===== src/rtl/jarp_pkg.sv =====
package jarp_pkg;

  localparam int unsigned WORD_COUNT = 17;
  localparam int unsigned KIND_W     = 5;
  localparam int unsigned IDX_W      = 5;

  localparam logic [IDX_W-1:0] KEY_LEN   = 5'd6;
  localparam logic [IDX_W-1:0] KEY_MAX   = 5'd15;
  localparam logic [IDX_W-1:0] VALUE_MAX = 5'd31;

  localparam logic [WORD_COUNT-1:0] ALL_WORDS = 17'h1FFFF;

  localparam logic [7:0] CH_TAB    = 8'h09;
  localparam logic [7:0] CH_CR     = 8'h0D;
  localparam logic [7:0] CH_SPACE  = 8'h20;
  localparam logic [7:0] CH_QUOTE  = 8'h22;
  localparam logic [7:0] CH_COLON  = 8'h3A;
  localparam logic [7:0] CH_BSLASH = 8'h5C;
  localparam logic [7:0] CH_LBRACE = 8'h7B;
  localparam logic [7:0] CH_RBRACE = 8'h7D;

  // String constants are right-justified: the first character sits in the highest used byte.
  localparam logic [47:0] KEY_TEXT = "action";

  localparam logic [119:0] WORD_TEXT [WORD_COUNT] = '{
    "ping", "status", "subscribe", "hardware", "cpu", "gpu", "memory",
    "disks", "pci", "usb", "network", "interfaces", "ethernet", "drivers",
    {"drivers_", "missing"}, "firmware", "diagnose"
  };

  localparam logic [3:0] WORD_LEN [WORD_COUNT] = '{
    4'd4, 4'd6, 4'd9, 4'd8, 4'd3, 4'd3, 4'd6, 4'd5, 4'd3, 4'd3, 4'd7, 4'd10,
    4'd8, 4'd7, 4'd15, 4'd8, 4'd8
  };

  function automatic logic is_blank(logic [7:0] b);
    return (b == CH_SPACE) || ((b >= CH_TAB) && (b <= CH_CR));
  endfunction

  function automatic logic bad_string_byte(logic [7:0] b);
    return (b < CH_SPACE) || (b == CH_BSLASH);
  endfunction

  function automatic logic key_char_ok(logic [IDX_W-1:0] idx, logic [7:0] b);
    logic [2:0] pos;
    pos = 3'd0;
    if (idx >= KEY_LEN) begin
      return 1'b0;
    end
    pos = 3'd5 - idx[2:0];
    return KEY_TEXT[{pos, 3'b000} +: 8] == b;
  endfunction

  function automatic logic word_char_ok(int unsigned w, logic [IDX_W-1:0] idx,
                                        logic [7:0] b);
    logic [3:0] pos;
    pos = 4'd0;
    if (idx >= {1'b0, WORD_LEN[w]}) begin
      return 1'b0;
    end
    pos = WORD_LEN[w] - 4'd1 - idx[3:0];
    return WORD_TEXT[w][{pos, 3'b000} +: 8] == b;
  endfunction

endpackage


===== src/rtl/json_action_request_parser.sv =====
// Checks a request payload of the form { "action" : "word" } one byte per word.
// Slave channel: s_axis_tdata_i carries one payload byte, s_axis_tlast_i marks the
// last byte of the payload. Master channel: one word per payload, sent after the
// last byte, with the accepted flag and the command number (0 when not accepted).
// A byte is registered in the input register when it is accepted and parsed when the
// parser takes it from there, so the result word of a payload is registered in the
// result register when the parser takes its last byte.
// The block takes one byte every cycle unless a last byte waits on a pending
// result; the two registers decouple the sides, so bytes flow while a result waits.
// When the receiver stalls a pending result, the next last byte waits in the input
// register and the slave side stops until the pending result word is taken.
// Reset clears the parser to expect an opening brace and empties both registers.
// After each last byte the parser returns to that same state by itself.
// Payloads longer than MAX_MESSAGE bytes are rejected.
module json_action_request_parser #(
  parameter int unsigned MAX_MESSAGE = 4096
) (
  input  logic       clk_i,
  input  logic       rst_ni,
  input  logic       s_axis_tvalid_i,
  output logic       s_axis_tready_o,
  input  logic [7:0] s_axis_tdata_i,   // [7:0] payload_byte
  input  logic       s_axis_tlast_i,   // final_byte
  output logic       m_axis_tvalid_o,
  input  logic       m_axis_tready_i,
  output logic [7:0] m_axis_tdata_o    // [0] accepted, [5:1] request_kind, [7:6] zero
);

  import jarp_pkg::*;

  localparam int unsigned CNT_W = $clog2(MAX_MESSAGE + 2);
  localparam logic [CNT_W-1:0] CNT_MAX = CNT_W'(MAX_MESSAGE);

  typedef enum logic [2:0] {
    PH_OPEN, PH_KEY_QUOTE, PH_KEY, PH_COLON,
    PH_VALUE_QUOTE, PH_VALUE, PH_CLOSE, PH_TAIL
  } phase_e;

  phase_e                phase_q, phase_d;
  logic [IDX_W-1:0]      idx_q, idx_d;
  logic                  key_ok_q, key_ok_d;
  logic [WORD_COUNT-1:0] cand_q, cand_d;
  logic [CNT_W-1:0]      cnt_q, cnt_d;
  logic                  err_q, err_d;

  logic                  in_valid_q;
  logic [7:0]            in_byte_q;
  logic                  in_last_q;
  logic                  out_valid_q;
  logic                  out_acc_q;
  logic [KIND_W-1:0]     out_kind_q;

  logic                  adv;
  logic                  take;
  logic [KIND_W-1:0]     kind;
  logic [7:0]            b;

  assign adv             = !out_valid_q || m_axis_tready_i;
  assign take            = in_valid_q && (adv || !in_last_q);
  assign s_axis_tready_o = !in_valid_q || take;
  assign m_axis_tvalid_o = out_valid_q;
  assign m_axis_tdata_o  = {2'b00, out_kind_q, out_acc_q};
  assign b               = in_byte_q;

  always_comb begin
    phase_d  = phase_q;
    idx_d    = idx_q;
    key_ok_d = key_ok_q;
    cand_d   = cand_q;
    cnt_d    = cnt_q;
    err_d    = err_q;
    kind     = '0;

    if (cnt_q <= CNT_MAX) begin
      cnt_d = cnt_q + CNT_W'(1);
    end
    if (cnt_d > CNT_MAX) begin
      err_d = 1'b1;
    end

    if (!err_d) begin
      unique case (phase_q)
        PH_OPEN: begin
          if (!is_blank(b)) begin
            if (b == CH_LBRACE) phase_d = PH_KEY_QUOTE;
            else err_d = 1'b1;
          end
        end
        PH_KEY_QUOTE: begin
          if (!is_blank(b)) begin
            if (b == CH_QUOTE) begin
              phase_d  = PH_KEY;
              idx_d    = '0;
              key_ok_d = 1'b1;
            end else begin
              err_d = 1'b1;
            end
          end
        end
        PH_KEY: begin
          if (b == CH_QUOTE) begin
            if (!key_ok_q || (idx_q != KEY_LEN)) err_d = 1'b1;
            else phase_d = PH_COLON;
            idx_d = '0;
          end else if (bad_string_byte(b) || (idx_q >= KEY_MAX)) begin
            err_d = 1'b1;
          end else begin
            if (!key_char_ok(idx_q, b)) key_ok_d = 1'b0;
            idx_d = idx_q + IDX_W'(1);
          end
        end
        PH_COLON: begin
          if (!is_blank(b)) begin
            if (b == CH_COLON) phase_d = PH_VALUE_QUOTE;
            else err_d = 1'b1;
          end
        end
        PH_VALUE_QUOTE: begin
          if (!is_blank(b)) begin
            if (b == CH_QUOTE) begin
              phase_d = PH_VALUE;
              idx_d   = '0;
              cand_d  = ALL_WORDS;
            end else begin
              err_d = 1'b1;
            end
          end
        end
        PH_VALUE: begin
          if (b == CH_QUOTE) begin
            for (int w = 0; w < WORD_COUNT; w++) begin
              if ({1'b0, WORD_LEN[w]} != idx_q) cand_d[w] = 1'b0;
            end
            phase_d = PH_CLOSE;
          end else if (bad_string_byte(b) || (idx_q >= VALUE_MAX)) begin
            err_d = 1'b1;
          end else begin
            for (int w = 0; w < WORD_COUNT; w++) begin
              if (!word_char_ok(w, idx_q, b)) cand_d[w] = 1'b0;
            end
            idx_d = idx_q + IDX_W'(1);
          end
        end
        PH_CLOSE: begin
          if (!is_blank(b)) begin
            if (b == CH_RBRACE) phase_d = PH_TAIL;
            else err_d = 1'b1;
          end
        end
        PH_TAIL: begin
          if (!is_blank(b)) err_d = 1'b1;
        end
      endcase
    end

    if (!err_d && (phase_d == PH_TAIL)) begin
      for (int w = WORD_COUNT - 1; w >= 0; w--) begin
        if (cand_d[w]) kind = KIND_W'(w + 1);
      end
    end

    if (in_last_q) begin
      phase_d  = PH_OPEN;
      idx_d    = '0;
      key_ok_d = 1'b1;
      cand_d   = ALL_WORDS;
      cnt_d    = '0;
      err_d    = 1'b0;
    end
  end

  always_ff @(posedge clk_i or negedge rst_ni) begin
    if (!rst_ni) begin
      in_valid_q  <= 1'b0;
      out_valid_q <= 1'b0;
      phase_q     <= PH_OPEN;
      idx_q       <= '0;
      key_ok_q    <= 1'b1;
      cand_q      <= ALL_WORDS;
      cnt_q       <= '0;
      err_q       <= 1'b0;
    end else begin
      if (s_axis_tready_o) begin
        in_valid_q <= s_axis_tvalid_i;
      end
      if (take) begin
        phase_q  <= phase_d;
        idx_q    <= idx_d;
        key_ok_q <= key_ok_d;
        cand_q   <= cand_d;
        cnt_q    <= cnt_d;
        err_q    <= err_d;
      end
      if (take && in_last_q) begin
        out_valid_q <= 1'b1;
      end else if (m_axis_tready_i) begin
        out_valid_q <= 1'b0;
      end
    end
  end

  always_ff @(posedge clk_i) begin
    if (s_axis_tvalid_i && s_axis_tready_o) begin
      in_byte_q <= s_axis_tdata_i;
      in_last_q <= s_axis_tlast_i;
    end
    if (take && in_last_q) begin
      out_acc_q  <= (kind != '0);
      out_kind_q <= kind;
    end
  end

`ifndef SYNTH
  a_acc_matches_kind: assert property (@(posedge clk_i) disable iff (!rst_ni)
    out_valid_q |-> (out_acc_q == (out_kind_q != '0)))
    else $error("accepted flag disagrees with the command number");

  a_kind_range: assert property (@(posedge clk_i) disable iff (!rst_ni)
    out_valid_q |-> (out_kind_q <= KIND_W'(WORD_COUNT)))
    else $error("command number out of range");

  a_restart_after_last: assert property (@(posedge clk_i) disable iff (!rst_ni)
    (take && in_last_q) |=> ((phase_q == PH_OPEN) && (cnt_q == '0) && !err_q))
    else $error("parser did not restart after the last byte");

  a_count_saturates: assert property (@(posedge clk_i) disable iff (!rst_ni)
    cnt_q <= CNT_MAX + CNT_W'(1))
    else $error("byte count passed its saturation value");

  a_result_only_on_last: assert property (@(posedge clk_i) disable iff (!rst_ni)
    (!out_valid_q && !(take && in_last_q)) |=> !out_valid_q)
    else $error("result word raised without a last byte");
`endif

endmodule

===== config.mk =====
export PLATFORM = sky130hd
export DESIGN_NAME = json_action_request_parser
export DESIGN_NICKNAME = d
export VERILOG_FILES = /design/src/rtl/jarp_pkg.sv /design/src/rtl/json_action_request_parser.sv
export SDC_FILE = /design/constraint.sdc
export NUM_CORES = 1
export LEC_CHECK = 0
export BUFFER_PORTS_ARGS = -buffer_cell sky130_fd_sc_hd__buf_2
export CORE_UTILIZATION = 60
export CTS_CLUSTER_SIZE = 24
export DETAILED_ROUTE_END_ITERATION = 6
export PLACE_DENSITY = 0.81
export SLEW_MARGIN = 20
export SYNTH_ARGS = -nofsm -noshare
export SYNTH_HDL_FRONTEND = slang
export SYNTH_SLANG_ARGS = --single-unit

===== constraint.sdc =====
create_clock -name clk_i -period 11.8 [get_ports clk_i]
set_input_delay 2.36 -clock clk_i [delete_from_list [all_inputs] [get_ports clk_i]]
set_output_delay 2.36 -clock clk_i [all_outputs]
set_load 0.05 [all_outputs]

* Yosys cells after proc, flatten, opt, wreduce, memory -nomap -nowiden *
Cells that the tools add are included.
Widths: inputs -> output; s select.

operators by class
  multiply operators = 0
  $add $sub $neg = 12
  div/mod/pow operators = 0
  shift operators = 18
  equality and inequality tests = 53
  bitwise logic cells = 0
  magnitude comparators = 15
  multiplexer cells = 262
  reduce and logical (&&, ||, !) cells = 26

operators with widths
  kind                      number
  $shiftx 120x8->8 const A  17
  $mux 1                    208
  $eq 8x8->1                18
  $mux 5                    26
  $mux 17                   6
  $shiftx 48x7->8 const A   1
  $mux 3                    15
  $pmux 17 s2               1
  $mux 13                   2
  $eq 8x6->1 const B        3
  $eq 8x7->1 const B        3
  $ne 3x3->1 const B        8
  $pmux 3 s7                1
  $ge 5x3->1 const B        4
  $ge 5x4->1 const B        4
  $ne 3x5->1 const A        4
  $ne 4x5->1 const A        4
  $reduce_and 8->1          2
  $sub 3x4->4 const A       4
  $eq 3x3->1 const B        5
  $pmux 5 s3                1
  $add 13x1->13 const B     1
  $gt 13x13->1 const B      1
  $le 13x13->1 const B      1
  other kinds (27)          46

word-level totals
  memory bits (writable) = 0
  bits of input ports = 13
  memories kept = 0
  register bits = 57
  output and inout port bits = 10
  bits in read-only memories = 0
  logic and storage cells = 398
  bits in latches = 0

* Longest topological paths before layout *
Gate-level depths: netlist of run 1.

  depth in word-level cells = 36
  gate-level depth with buffers = 18
  depth with buffers taken out = 15

* Least setup slack after synthesis of run 1 *
OpenSTA, ideal clock, no wires.

  kind = in2out
  start point = input m_axis_tready_i
  end point = output s_axis_tready_o
  data arrival time = 2940 ps
  stages = 1
  path buffers = 0
  setup slack = 6500 ps
  data required time = 9440 ps
  cell sequence = nand4b_1

between the ends
  cells in the longest elaborated chain, start to end = 4

ends and longest elaborated chain
  item               RTL line                          source
  from (decl)        json_action_request_parser.sv:25  input logic m_axis_tready_i,
  $logic_or 1x1->1   json_action_request_parser.sv:58  assign adv = !out_valid_q || m_axis_tready_i;
  $logic_or 1x1->1   json_action_request_parser.sv:59  assign take = in_valid_q && (adv || !in_last_q);
  $logic_and 1x1->1  json_action_request_parser.sv:59
  $logic_or 1x1->1   json_action_request_parser.sv:60  assign s_axis_tready_o = !in_valid_q || take;
  to (decl)          json_action_request_parser.sv:21  output logic s_axis_tready_o,

No other way between the ends.

* Final worst setup path of run 1 *
Ends and elaborated chain as after synthesis.

==> summary.txt, run 1 <==
Yosys
  • Synth area leaders: dfrtp_1 8.7%, dfstp_2 6.8%, edfxtp_1 6.5%
  • Synth Area in Simple Gates: 0.271
  • Synth Area in Compound Gates: 0.305
  • Syn Inst Count: 916
  • Leading area contributor after synthesis: dfrtp_1
  • Mux contribution to synthesized area: 0.0180
  • #FFs+latches synth: 57
  • Number of synthesized flops with an enable pin: 15
  • Yosys cell types: 102
  • Adder-cell area share of the yosys netlist: 0.0505
  • Xor/xnor share of the synthesized area: 0.0644
  • Main combinational cell family by area after synthesis: compound AO/OA/AOI/OAI gates
  • Yosys Warn Count: 0
  • Seq/Total Area, Yosys: 0.220
  • Async S/R FF share, synth: 0.737
  • Share of the synthesized area in the top cell type: 0.0866
  • Mapped cell area: 6930 sq um
  • Synth Area per Inst: 7.57 sq um
  • Synth Flop Type: dfrtp_1

Placement
  • Final GP Congestion: 0.962
  • Post-DP HPWL: 16.0 mm
  • I/O Buffers: 20
  • DP Cell Count: 1009

STA
  • Slew margin rel.: 0.232
  • Final setup fails: 0
  • Crit share post-route: 0.451
  • Least-Margin Pin Slew: 1.15 ns
  • Final Hold Vio Count: 0
  • Fin crit period: 5.32 ns
  • Setup TNS: 0 ns
  • Count of pins over their slew limit: 0
  • Max frequency: 188 MHz
  • Setup Skew: 0.00378 ns
  • RSZ-0062 raised after global routing: no

Power and ir drop
  • Clock Power Share: 0.258
  • Power density over cell area: 142 nW/um^2
  • Internal power: 586 uW
  • Worst VDD drop: 0.107 mV
  • Static Leak: 2.60 nW
  • Net switching power: 445 uW
  • Sw frac: 0.432
  • Comb pwr share: 0.514
  • Sequential share of power: 0.229

Global routing
  • Largest net degree at the start of global routing: 43
  • Total grt overflow: 0
  • Initial antenna violation count: 0
  • Overall routing resource usage: 0.402
  • Via count of the first global-routing pass: 6949
  • First-pass GRT wire length: 36.8 mm

Clock tree
  • CTS tree: yes
  • Sink Count: 57
  • Hold_buf cts: 0
  • Longest Clk Path Bufs: 2
  • Clock root cell: clkbuf_16
  • Clock buffer count from CTS: 9
  • Worst skew pair latency: 0.33 ns
  • H-tree levels: 3
  • Resize count post-CTS: 0
  • Postcts setup bufs: 0
  • Clock-pin slew on the worst setup and hold paths: 0.05 ns

Floorplanning
  • DIE WIDTH: 110 um
  • Initial Util: 0.629
  • Rows: 38
  • Core footprint: 11000 sq um
  • I/O pin cnt: 23
  • Die area: 12000 sq um
  • Die Ht: 110 um

Flow run
  • Max Cap Violations: 0

Setup path
  • Crit path capture type: primary output
  • Worst EP arrival: 2.96 ns
  • Max FO, Critical Path: 3
  • Worst Setup SP: m_axis_tready_i
  • Setup CP Type: in2out
  • RR Startpoint: idx_q[1]
  • Critical path startpoint category: primary input
  • CP required: 9.44 ns

Layout
  • Fraction of layout instances using a drive strength above 1: 0.108
  • Layout Nets: 921
  • Finished Layout Cells: 1025
  • Antenna fix cells: 0
  • Area growth, synth to finish: 4.47%
  • # fillers: 973

Routing
  • Via Count: 7441
  • DR WL/cell: 22.8 um
  • Vias per inst: 7.26
  • Pre-Repair DR Iteration Count: 6
  • Routed WL: 23.4 mm
  • DRT antenna net count: 0
  • Detailed-route DRC error count: 0
  • Iter 0 DRT Violations: 1105

Worst hold path
  • Min-Delay Startpoint: key_ok_q
  • Type of the worst min-delay path: reg2reg

Status
  • Status: complete, no violations
==> cells in the final DEF (no fill, tap or decap), types with 9 or more instances in the layout <==
cell and n:
a21oi_1 75, nand2_1 76, xnor2_1 41, dfstp_2 18, o21ai_0 55, o31ai_1 18, a211oi_1 14, o22a_1 9
xor2_1 10, nor4_1 15, nor2_1 79, o22ai_1 18, inv_1 33, nand2b_1 21, nand3_1 18, o211ai_1 9
buf_4 11, nor3_1 22, dfrtp_1 24, clkbuf_16 9, ha_1 28, a31oi_1 15, buf_2 20, edfxtp_1 15
nor2b_1 18, nand4_1 20
==> cell families after synthesis <==
family          Yosys count
other cells               1
compound gates          305
fa+ha+maj                28
simple gates            347
flops                    57
xor+xnor                 51
mux                      12
buf+inv                 115
==> layer usage <==
metal	GRT usage	wire length [um]	up-vias
li1	-	-	3353
met1	0.543	9450	3529
met2	0.618	10500	467
met3	0.0848	2420	92
met4	0.180	949	0
met5	0	0	-
==> final cells by class <==
| type | count | area (sq um) | share of cell area |
|---|---|---|---|
| Sequential cell | 57 | 1520 | 0.210 |
| Inverter | 36 | 135 | 0.0187 |
| Tap cell | 140 | 175 | 0.0242 |
| Multi-Input combinational cell | 745 | 4930 | 0.680 |
| Clock buffer | 13 | 260 | 0.0359 |
| Clock inverter | 3 | 40.0 | 0.00553 |
| Timing Repair Buffer | 31 | 183 | 0.0252 |
==> state kept, by name, summed over array words and instances (netlist names) <==
| register | count |
|---|---|
| b | 8 |
| cand_q | 17 |
| cnt_q | 13 |
| err_q | 1 |
| idx_q | 5 |
| in_last_q | 1 |
| in_valid_q | 1 |
| key_ok_q | 1 |
| m_axis_tvalid_o | 1 |
| out_acc_q | 1 |
| out_kind_q | 5 |
| phase_q | 3 |
==> cells in the mapped netlist (20+ instances only) <==
library cell and n:
ha_1 28, nand4_1 20, nor3_1 22, nor2_1 79, inv_1 33, nand2_1 76, o21ai_0 55, xnor2_1 41
a21oi_1 75, dfrtp_1 24, nand2b_1 21, clkbuf_1 48
==> worst max-delay path: stages <==
cell,delay [ns]
buf_2,0.12
nand4b_1,0.21
buf_2,0.26
==> through the flow <==
step	cell area, sq um	hold slack [ns]	util	power, mW	setup slack [ns]
2_1_floorplan	6940	0.435	-	0.637	6.50
3_3_place_gp	6940	0.446	0.630	0.734	6.53
4_1_cts	7240	0.465	0.657	1.01	6.49
6_report	7240	0.470	0.657	1.03	6.48
5_1_grt	7240	0.495	0.657	1.09	6.47
3_5_place_dp	6940	0.458	0.630	0.748	6.50
==> path summary, 6_finish.rpt <==
check,to,slack (ns),cells past startpoint
worst max-delay path,s_axis_tready_o,6.48,3
worst min-delay path,key_ok_q,0.47,2
min in group asynchronous,phase_q[1],2.20,1
worst max register to register,out_acc_q,6.75,14
worst min register to register,key_ok_q,0.47,2
max in group asynchronous,idx_q[2],8.99,1
==> power by group through the flow <==
stage	combinational [mW]	clock (mW)	sequential, mW
floorplan	0.407	0	0.230
global placement	0.497	0	0.237
detailed placement	0.511	0	0.238
CTS	0.514	0.264	0.234
global route	0.574	0.275	0.237
finish	0.530	0.266	0.236
No activity file was read; power rests on OpenSTA's default activity.
==> inputs of run 2 (changes only) <==
--- a/config.mk
+++ b/config.mk
@@ -5,11 +5,12 @@
 export SDC_FILE = /design/constraint.sdc
 export NUM_CORES = 1
 export LEC_CHECK = 0
+export ABC_AREA = 1
 export BUFFER_PORTS_ARGS = -buffer_cell sky130_fd_sc_hd__buf_2
 export CORE_UTILIZATION = 60
 export CTS_CLUSTER_SIZE = 24
 export DETAILED_ROUTE_END_ITERATION = 6
-export PLACE_DENSITY = 0.81
+export PLACE_DENSITY = 0.82
 export SLEW_MARGIN = 20
 export SYNTH_ARGS = -nofsm -noshare
 export SYNTH_HDL_FRONTEND = slang
==> constraint.sdc (replaced) <==
create_clock -name clk_i -period 5.55 [get_ports clk_i]
set_input_delay 1.11 -clock clk_i [delete_from_list [all_inputs] [get_ports clk_i]]
set_output_delay 1.11 -clock clk_i [all_outputs]
set_load 0.05 [all_outputs]
==> run 2 against run 1 <==
  * Global-route usage down 2.3 points
  * Register-to-register slack worse by 5.5 ns
  * Sequential power up 140%
  * Combinational power rose to 3.2 times the previous value
  * Count of clock-buffer cells in the layout down 4
  * Sequential cell count stayed put
  * Synthesized area is 6.0% lower
  * First-iteration DRC count is 29% lower
  * Clock power increased by 65%
  * Via count decreased by 3.9%
  * Synthesized cell count rose by 16%
==> summary.txt, run 2 <==
Clock tree
  • Longest Clk Path Bufs: 2 (unchanged)
  • Clock buffer count from CTS: 9 (unchanged)
  • Hold_buf cts: 0 (unchanged)
  • Sink Count: 57 (unchanged)
  • H-tree levels: 3 (unchanged)
  • CTS tree: yes (unchanged)
  • Postcts setup bufs: 0 (unchanged)
  • Worst skew pair latency: 0.34 ns (was 0.33 ns)
  • Clock root cell: clkbuf_8 (was clkbuf_16)
  • Resize count post-CTS: 0 (unchanged)
  • Clock-pin slew on the worst setup and hold paths: 0.08 ns (was 0.05 ns)

Routing
  • DRT antenna net count: 0 (unchanged)
  • DR WL/cell: 17.0 um (was 22.8 um)
  • Detailed-route DRC error count: 0 (unchanged)
  • Routed WL: 20.5 mm (was 23.4 mm)
  • Iter 0 DRT Violations: 788 (was 1105)
  • Pre-Repair DR Iteration Count: 7 (was 6)
  • Vias per inst: 5.92 (was 7.26)
  • Via Count: 7152 (was 7441)

Global routing
  • Via count of the first global-routing pass: 6647 (was 6949)
  • Largest net degree at the start of global routing: 43 (unchanged)
  • First-pass GRT wire length: 33.2 mm (was 36.8 mm)
  • Initial antenna violation count: 0 (unchanged)
  • Total grt overflow: 0 (unchanged)
  • Overall routing resource usage: 0.380 (was 0.402)

Setup path
  • Max FO, Critical Path: 16 (was 3)
  • Critical path startpoint category: register (was primary input)
  • CP required: 5.65 ns (was 9.44 ns)
  • Slowest stage cell, crit path: dfrtp_1 (was buf_2)
  • CP delay by family, top: compound AO/OA/AOI/OAI gates (was buffers and inverters)
  • Setup CP Type: reg2reg (was in2out)
  • Crit path capture type: register (was primary output)
  • Critical path buffer and inverter count: 4 (was 2)
  • Worst EP arrival: 4.38 ns (was 2.96 ns)
  • Crit-path max cell delay: 0.69 ns (was 0.26 ns)
  • Worst-path cell chain: clkinv_1, ha_1, inv_1, a21oi_1, inv_1, o21ai_0, o21ai_0, o41ai_1, nand3_1, nand3_1, nand2_1, o21ai_0, nor2_1, inv_1, nor3_2, o211ai_1, nand3_1, nor2_1, nand2_1 (was buf_2, nand4b_1, buf_2)

Yosys
  • Synth Area in Simple Gates: 0.387 (was 0.271)
  • Synth Area per Inst: 6.11 sq um (was 7.57 sq um)
  • Leading area contributor after synthesis: nand2_1 (was dfrtp_1)
  • Share of the synthesized area in the top cell type: 0.179 (was 0.0866)
  • Synth Flop Type: dfrtp_1 (unchanged)
  • Seq/Total Area, Yosys: 0.234 (was 0.220)
  • Mapped cell area: 6520 sq um (was 6930 sq um)
  • Mux contribution to synthesized area: 0 (was 0.0180)
  • Adder-cell area share of the yosys netlist: 0.0538 (was 0.0505)
  • Syn Inst Count: 1067 (was 916)
  • Yosys Warn Count: 0 (unchanged)
  • Xor/xnor share of the synthesized area: 0.0551 (was 0.0644)
  • Main combinational cell family by area after synthesis: simple AND/OR/NAND/NOR gates (was compound AO/OA/AOI/OAI gates)
  • #FFs+latches synth: 57 (unchanged)
  • Number of synthesized flops with an enable pin: 15 (unchanged)
  • Synth area leaders: nand2_1 18%, dfrtp_1 9.2%, nand3_1 8.2% (was dfrtp_1 8.7%, dfstp_2 6.8%, edfxtp_1 6.5%)
  • Synth Area in Compound Gates: 0.157 (was 0.305)
  • Count leader, synth: nand2_1 (was nor2_1)
  • Async S/R FF share, synth: 0.737 (unchanged)
  • Top cells by instance count after synthesis: 311 x nand2_1, 125 x inv_1, 107 x nand3_1, 96 x nor2_1, 77 x o21ai_0 (was 79 x nor2_1, 76 x nand2_1, 75 x a21oi_1, 55 x o21ai_0, 48 x clkbuf_1)
  • Yosys cell types: 55 (was 102)

STA
  • PnR worst setup slack: 1.27 ns (was 6.48 ns)
  • Final Hold Vio Count: 0 (unchanged)
  • Fin crit period: 4.28 ns
  • Slew margin rel.: 0.343 (was 0.232)
  • Max frequency: 234 MHz
  • Setup TNS: 0 ns (unchanged)
  • Hold slack: 0.510 ns (was 0.470 ns)
  • Final setup fails: 0 (unchanged)
  • Count of pins over their slew limit: 0 (unchanged)
  • Crit share post-route: 0.771
  • Setup Skew: 0.00980 ns (was 0.00378 ns)
  • RSZ-0062 raised after global routing: no (unchanged)
  • Least-Margin Pin Slew: 0.986 ns (was 1.15 ns)

Layout
  • # fillers: 971 (was 973)
  • Multi-input gate area: 4260 sq um (was 4930 sq um)
  • Antenna fix cells: 0 (unchanged)
  • Largest Register: cand_q (unchanged)
  • Most frequent cells in the layout: 311 x nand2_1, 125 x inv_1, 107 x nand3_1 (was 79 x nor2_1, 76 x nand2_1, 75 x a21oi_1)
  • Area growth, synth to finish: 5.70% (was 4.47%)
  • Largest regs: cand_q (17), cnt_q (13), b (8) (unchanged)
  • Layout Nets: 1109 (was 921)
  • Max reg flops: 17 (unchanged)
  • Fraction of layout instances using a drive strength above 1: 0.0904 (was 0.108)
  • Most common cell after layout, fill and taps aside: nand2_1 (was nor2_1)
  • Storage element area: 1520 sq um (unchanged)
  • Finished Layout Cells: 1209 (was 1025)

Power and ir drop
  • Power density over cell area: 389 nW/um^2 (was 142 nW/um^2)
  • Worst VDD drop: 0.291 mV (was 0.107 mV)
  • Static Leak: 3.46 nW (was 2.60 nW)

Placement
  • Post-DP HPWL: 15.0 mm (was 16.0 mm)
  • Final GP Congestion: 1.01 (was 0.962)
  • Pre-CTS WS: 1.47 ns (was 6.50 ns)
  • I/O Buffers: 20 (unchanged)
  • DP Cell Count: 1193 (was 1009)

Status
  • Status: complete, no violations (unchanged)

Floorplanning
  • Rows: 37 (was 38)
  • Initial Util: 0.626 (was 0.629)
  • DIE WIDTH: 106 um (was 110 um)
  • I/O pin cnt: 23 (unchanged)
  • Die area: 11300 sq um (was 12000 sq um)
  • Die Ht: 106 um (was 110 um)
  • Core footprint: 10400 sq um (was 11000 sq um)

Flow run
  • Max Cap Violations: 0 (unchanged)

Worst hold path
  • Type of the worst min-delay path: reg2reg (unchanged)
[run 2: changes by cell type in the layout (fill, tap and decap cells not counted), sizes merged, moves of 19 or more]
cell / before / now
nor2: 82 / 101
nand2b: 21 / 0
xor2: 10 / 41
a21oi: 76 / 33
nand3: 18 / 107
xnor2: 41 / 0
nand2: 76 / 316
o21ai: 60 / 83
inv: 33 / 132
[run 2: final timing paths]
kind,from,end,cells after the start,slack (ns)
worst max-delay path,idx_q[2],out_acc_q,19,1.27
worst min-delay path,cand_q[4],cand_q[4],2,0.51
worst max register to register,idx_q[2],out_acc_q,19,1.27
worst min register to register,cand_q[4],cand_q[4],2,0.51
max in group asynchronous,rst_ni,idx_q[4],1,4.00
min in group asynchronous,rst_ni,phase_q[0],1,0.93
[run 2: stage by stage]
step                power, mW   util  cell area (sq um)
global route             2.90  0.661               6890
CTS                      2.63  0.661               6890
detailed placement       2.19  0.641               6680
floorplan                1.82      -               6520
global placement         2.18  0.641               6680
finish                   2.68  0.661               6890
[run 2: power by group]
| part | leakage (nW) | internal [mW] | switching (mW) | total (mW) |
|---|---|---|---|---|
| combinational | 2.70 | 0.544 | 1.14 | 1.68 |
| clock | 0.104 | 0.248 | 0.190 | 0.439 |
| sequential | 0.660 | 0.484 | 0.0777 | 0.562 |
| total | 3.46 | 1.28 | 1.40 | 2.68 |
[run 2: final cells by class]
| cell class | instances | share of cell area |
|---|---|---|
| repair buffers | 36 | 0.0320 |
| flip-flops and latches | 57 | 0.221 |
| well taps | 136 | 0.0247 |
| multi-input cells | 830 | 0.618 |
| clock inverters | 7 | 0.0124 |
| inverters | 134 | 0.0734 |
| clock buffers | 9 | 0.0180 |
[run 2: worst reg2reg max path, cell delays in order, from the launching register on]
cell and delay [ns]:
dfrtp_1 0.69, clkinv_1 0.33, ha_1 0.54, inv_1 0.17, a21oi_1 0.27, inv_1 0.12, o21ai_0 0.18, o21ai_0 0.11
o41ai_1 0.56, nand3_1 0.14, nand3_1 0.11, nand2_1 0.06, o21ai_0 0.13, nor2_1 0.12, inv_1 0.08, nor3_2 0.04
o211ai_1 0.11, nand3_1 0.11, nor2_1 0.10, nand2_1 0.05
[run 2: kinds of logic after synthesis]
kind of cell | after synthesis
simple gates | 585
buf+inv | 181
compound gates | 174
flops | 57
xor+xnor | 41
fa+ha+maj | 28
other cells | 1
[run 2: layer usage]
metal / GRT usage / up-vias / part of all wire
met5: 0 / - / 0
li1: - / 3510 / -
met3: 0.0625 / 69 / 0.10
met1: 0.528 / 3170 / 0.42
met4: 0.171 / 0 / 0.043
met2: 0.576 / 403 / 0.43
